`src/tlm_pkg.sv`:
```
// Package for the thread list manager: widths, codes, list numbers,
// controller states and commands, and the datapath status bundle.
// No dependencies.
package tlm_pkg;

	localparam int TLM_MAX_THREADS   = 64;
	localparam int TLM_MAX_PROCESSES = 64;

	localparam int NUM_LISTS = 7;
	localparam int LIST_W    = 3;
	localparam int SLOT_W    = 6;
	localparam int PROC_W    = 6;
	localparam int ID_W      = 32;
	localparam int TIME_W    = 32;
	localparam int FUNC_W    = 2;
	localparam int STAT_W    = 2;

	localparam logic [FUNC_W-1:0] FN_CREATE = 2'd0;
	localparam logic [FUNC_W-1:0] FN_MOVE   = 2'd1;
	localparam logic [FUNC_W-1:0] FN_FIND   = 2'd2;
	localparam logic [FUNC_W-1:0] FN_UNUSED = 2'd3;

	localparam logic [STAT_W-1:0] ST_DONE     = 2'd0;
	localparam logic [STAT_W-1:0] ST_ERROR    = 2'd1;
	localparam logic [STAT_W-1:0] ST_NOTFOUND = 2'd2;

	localparam logic [1:0] TGT_WAITING = 2'd3;

	localparam logic [LIST_W-1:0] L_READY      = 3'd0;
	localparam logic [LIST_W-1:0] L_RUNNING    = 3'd1;
	localparam logic [LIST_W-1:0] L_TERMINATED = 3'd2;
	localparam logic [LIST_W-1:0] L_SLEEP      = 3'd3;
	localparam logic [LIST_W-1:0] L_DESCHEDULE = 3'd4;
	localparam logic [LIST_W-1:0] L_VANISH     = 3'd5;
	localparam logic [LIST_W-1:0] L_READLINE   = 3'd6;
	localparam logic [LIST_W-1:0] L_BAD        = 3'd7;

	typedef enum logic [3:0] {
		S_IDLE, S_DECODE, S_UNLINK, S_DEST, S_RDY_TAIL, S_RDY_CHK, S_RDY_NX,
		S_SLP_HEAD, S_SLP_NX, S_SLP_CHK, S_LB_RD, S_LB_W1, S_LB_W2,
		S_FIND_CHK, S_DONE
	} state_t;

	typedef enum logic [3:0] {
		C_IDLE, C_DECODE, C_UNLINK, C_DEST, C_RDY_TAIL, C_RDY_CHK, C_RDY_NX,
		C_SLP_HEAD, C_SLP_NX, C_SLP_CHK, C_LB_RD, C_LB_W1, C_LB_W2,
		C_FIND_CHK, C_DONE
	} cmd_t;

	typedef struct packed {
		logic is_find;
		logic is_create;
		logic err;
		logic find_empty;
		logic find_hit;
		logic find_wrap;
		logic walk_ready;
		logic walk_sleep;
		logic rdy_match;
		logic rdy_wrap;
		logic slp_ge;
		logic slp_wrap;
		logic lb_empty;
		logic out_free;
	} dp_st_t;

endpackage

```
`src/tlm_ctrl.sv`:
```
// Controller of the thread list manager: sequences decode, unlink,
// placement walks, relink and find. Depends on tlm_pkg.
module tlm_ctrl import tlm_pkg::*; (
	input  logic   clk,
	input  logic   arst_n,
	input  logic   in_valid,
	input  dp_st_t st,
	output logic   in_ready,
	output cmd_t   cmd
);
	state_t state_q, state_d;

	always_ff @(posedge clk or negedge arst_n) begin
		if (!arst_n)
			state_q <= S_IDLE;
		else
			state_q <= state_d;
	end

	always_comb begin
		state_d = state_q;
		unique case (state_q)
			S_IDLE:     if (in_valid) state_d = S_DECODE;
			S_DECODE: begin
				priority if (st.is_find)
					state_d = st.find_empty ? S_DONE : S_FIND_CHK;
				else if (st.err)
					state_d = S_DONE;
				else if (st.is_create)
					state_d = S_DEST;
				else
					state_d = S_UNLINK;
			end
			S_UNLINK:   state_d = S_DEST;
			S_DEST: begin
				priority if (st.walk_ready)
					state_d = S_RDY_TAIL;
				else if (st.walk_sleep)
					state_d = S_SLP_HEAD;
				else
					state_d = S_LB_RD;
			end
			S_RDY_TAIL: state_d = S_RDY_CHK;
			S_RDY_CHK: begin
				priority if (st.rdy_match)
					state_d = S_RDY_NX;
				else if (st.rdy_wrap)
					state_d = S_LB_RD;
				else
					state_d = S_RDY_CHK;
			end
			S_RDY_NX:   state_d = S_LB_RD;
			S_SLP_HEAD: state_d = st.slp_ge ? S_LB_RD : S_SLP_NX;
			S_SLP_NX:   state_d = st.slp_wrap ? S_LB_RD : S_SLP_CHK;
			S_SLP_CHK:  state_d = (st.slp_ge || st.slp_wrap) ? S_LB_RD : S_SLP_CHK;
			S_LB_RD:    state_d = st.lb_empty ? S_DONE : S_LB_W1;
			S_LB_W1:    state_d = S_LB_W2;
			S_LB_W2:    state_d = S_DONE;
			S_FIND_CHK: state_d = (st.find_hit || st.find_wrap) ? S_DONE : S_FIND_CHK;
			S_DONE:     if (st.out_free) state_d = S_IDLE;
			default:    state_d = S_IDLE;
		endcase
	end

	always_comb begin
		in_ready = (state_q == S_IDLE);
		unique case (state_q)
			S_IDLE:     cmd = C_IDLE;
			S_DECODE:   cmd = C_DECODE;
			S_UNLINK:   cmd = C_UNLINK;
			S_DEST:     cmd = C_DEST;
			S_RDY_TAIL: cmd = C_RDY_TAIL;
			S_RDY_CHK:  cmd = C_RDY_CHK;
			S_RDY_NX:   cmd = C_RDY_NX;
			S_SLP_HEAD: cmd = C_SLP_HEAD;
			S_SLP_NX:   cmd = C_SLP_NX;
			S_SLP_CHK:  cmd = C_SLP_CHK;
			S_LB_RD:    cmd = C_LB_RD;
			S_LB_W1:    cmd = C_LB_W1;
			S_LB_W2:    cmd = C_LB_W2;
			S_FIND_CHK: cmd = C_FIND_CHK;
			S_DONE:     cmd = C_DONE;
			default:    cmd = C_IDLE;
		endcase
	end
endmodule

```
`config.mk`:
```
export PLATFORM = sky130hd
export DESIGN_NAME = tlm_ctrl
export DESIGN_NICKNAME = d
export VERILOG_FILES = /design/src/tlm_pkg.sv /design/src/tlm_ctrl.sv
export SDC_FILE = /design/constraint.sdc
export NUM_CORES = 1
export LEC_CHECK = 0
export BUFFER_PORTS_ARGS = -buffer_cell sky130_fd_sc_hd__buf_2
export CAP_MARGIN = 25
export CORE_MARGIN = 1.5
export CORE_UTILIZATION = 25
export DETAILED_ROUTE_END_ITERATION = 6
export PLACE_DENSITY = 0.45
export SYNTH_ARGS = -nofsm -noshare
export SYNTH_HDL_FRONTEND = slang
export SYNTH_SLANG_ARGS = --single-unit
```
`constraint.sdc`:
```
create_clock -name clk -period 3.3 [get_ports clk]
set_input_delay 0.66 -clock clk [delete_from_list [all_inputs] [get_ports clk]]
set_output_delay 0.66 -clock clk [all_outputs]
set_load 0.02 [all_outputs]
```
==> run metrics <==
number of synthesized flops with an enable pin=0; Leak Pwr=0.260 nW; Crit Path Class=reg -> out; antenna violations before repair=0; RR Startpoint=state_q[2]$_DFFE_PN0P_; register area share after synthesis=a little over a fifth; DP HPWL=1.00 mm; CTS sink count=4; mapped cell area=477 um2; dpl ws=1470 ps; post-route ant nets=0; Power, Total=~0.00054 W; Port Buf Inserts=21; setup ws final=1200 ps; Post-Route WL=around 1.4 mm; MaxCap Viol Count=0; Synth Register Bits=4; Core Footprint=0.00176 mm2; design area=597 um2; synth warn=0; Post-CTS Resized=0; gpl congestion=between 0.7 and 0.8; Least-Margin Pin Slew=545 ps; Hold Crit Class=in -> async; Fmax achieved=0.476 GHz; Layout area overhead=25.2%; CTS root buf=clkbuf_4; pin count of the biggest net entering global routing=19; CTS max path bufs=2; layout cells sized above 1=around a third; CP Capture Type=primary output; wire per inst=13.1 um; full die area=0.00218 mm2; vias post-DR=532; fin. max-slew vios=0; clock slew at reported path FFs=40 ps; worst r2r dst=state_q[0]$_DFFE_PN0P_; die extent in x=46.7 um; Post-Syn Instances=61; drt drc=0; critical path fanouts, max=15; H-tree depth=1; register area=around 100 um2; footprint of the multi-input gates=323 um2; Tcrit/Tclk final=between 60% and 70%; total gr overflow=0; CP startpoint=state_q[2]$_DFFE_PN0P_; flop2flop setup slack=1680 ps; TritonCTS clock tree=built; top cells by area, synth=dfrtp_1 21%, buf_6 4.7%, a21oi_1 4.2%; max FFs per register=4; vias in the first global route=504; instance area at placement=574 um2; CP Data Arrival Time=1440 ps; worst clock skew=0.932 ps; register with the most flip-flops=state_q; Layout Cells excl Fill=105; Mapped Nets=78; vias per inst=between 5 and 6; Clock Latency Late Sink=230 ps; placed cells=102; crit path time final=2100 ps; # nets final=just under 100; final number of setup-violating endpoints=0; Num CTS Buffers=3; Post-synth ARST share=100%; ANT cells=0; # hold bufs at CTS=0; first-pass GRT wire length=2.23 mm; Post-CTS Setup Bufs=0; Fin Setup TNS=0 ps; Largest regs=state_q (4); post-synth cell types=34; initial drt markers=9; num rows=15; Layout fillers=207; reg2reg path depth=4; die height=46.7 um; CP required=2640 ps; Most used DFF post-synth=dfrtp_1; Worst setup endpoint=cmd[2]; Startpoint Class=flop; share of the synthesized area in the top cell type=21.0%; DR pass1 iterations=4; GRT Util Overall=14.6%; Pwr Density=911 mW/mm2; run status=finished, final reports clean; Starting Density=between 20% and 30%; Final Hold Viols=0; unrepaired setup endpoints after global routing=false; VDD IR max=296 uV; slew margin rel.=63.7%; area leader, netlist=dfrtp_1; Avg Cell Area, Syn=7.81 um2; # IOs=22
## power breakdown
group          leakage (nW)  switching [W]  internal [W]
combinational         0.199       0.000164      0.000140
clock                0.0138      0.0000206     0.0000407
sequential           0.0471       0.000105     0.0000738
total                 0.260       0.000289      0.000255
## cells in the mapped netlist, types with 2 or more instances
cell type	number
o32ai_1	2
a21oi_1	4
nand2_1	4
nor4_1	2
a211o_1	2
nand3_1	2
buf_6	2
dfrtp_1	4
inv_1	4
nor2_1	4
o21ai_0	2
a31oi_1	3
nor2b_1	3
nor3_1	2
o21bai_1	2
## cells by family after synthesis
| kind of cell | Yosys count | share of synthesized area, % |
|---|---|---|
| buffers and inverters | 9 | 11.3 |
| AOI/OAI and AO/OA | 24 | 39.1 |
| and+or+nand+nor | 24 | 28.6 |
| DFF | 4 | 21.0 |
## how the worst min path moves through the flow
stage                      start                      to  slack, ps
after floorplan           arst_n  state_q[0]$_DFFE_PN0P_        360
after global placement    arst_n  state_q[0]$_DFFE_PN0P_        470
after detailed placement  arst_n  state_q[0]$_DFFE_PN0P_        470
after CTS                 arst_n  state_q[0]$_DFFE_PN0P_        220
after global routing      arst_n  state_q[3]$_DFFE_PN0P_        220
final                     arst_n  state_q[3]$_DFFE_PN0P_        220
## critical path, cell delays in order, from the launching register on
cell,delay (ps)
dfrtp_1,640
inv_1,200
a31oi_1,180
buf_2,180
## layout by cell type (no fill, tap or decap), types with 2 or more instances in the layout
master     n
buf_2     21
inv_1      4
nor2_1     4
nand2_1    4
a21oi_1    4
dfrtp_1    4
a31oi_1    3
nor2b_1    3
clkbuf_4   3
nor4_1     2
nand3_1    2
o21ai_0    2
o21bai_1   2
o32ai_1    2
a211o_1    2
nor3_1     2
## final cells by class
cell class | instances | area share, %
clock buffer | 3 | 3.77
inverter | 4 | 2.52
multi-input combinational | 48 | 54.1
sequential | 4 | 16.8
tap | 25 | 5.24
timing repair buffer | 21 | 17.6
## through the flow
| step | hold slack (ps) | util [%] |
|---|---|---|
| after floorplan | 364 | - |
| after global placement | 472 | 32.6 |
| after detailed placement | 473 | 32.6 |
| after CTS | 224 | 33.8 |
| after global routing | 223 | 33.8 |
| final | 224 | 33.8 |
## routing by layer
layer / part of all wire [%] / vias to the layer above / wire length [um] / track usage (%)
li1: - / 274 / - / -
met1: 52 / 239 / 711 / 21.1
met2: 41 / 17 / 569 / 21.1
met3: 5.7 / 2 / 78 / 4.71
met4: 1.1 / 0 / 15 / 3.33
met5: 0 / - / 0 / 0
No activity file was read; power rests on OpenSTA's default activity.
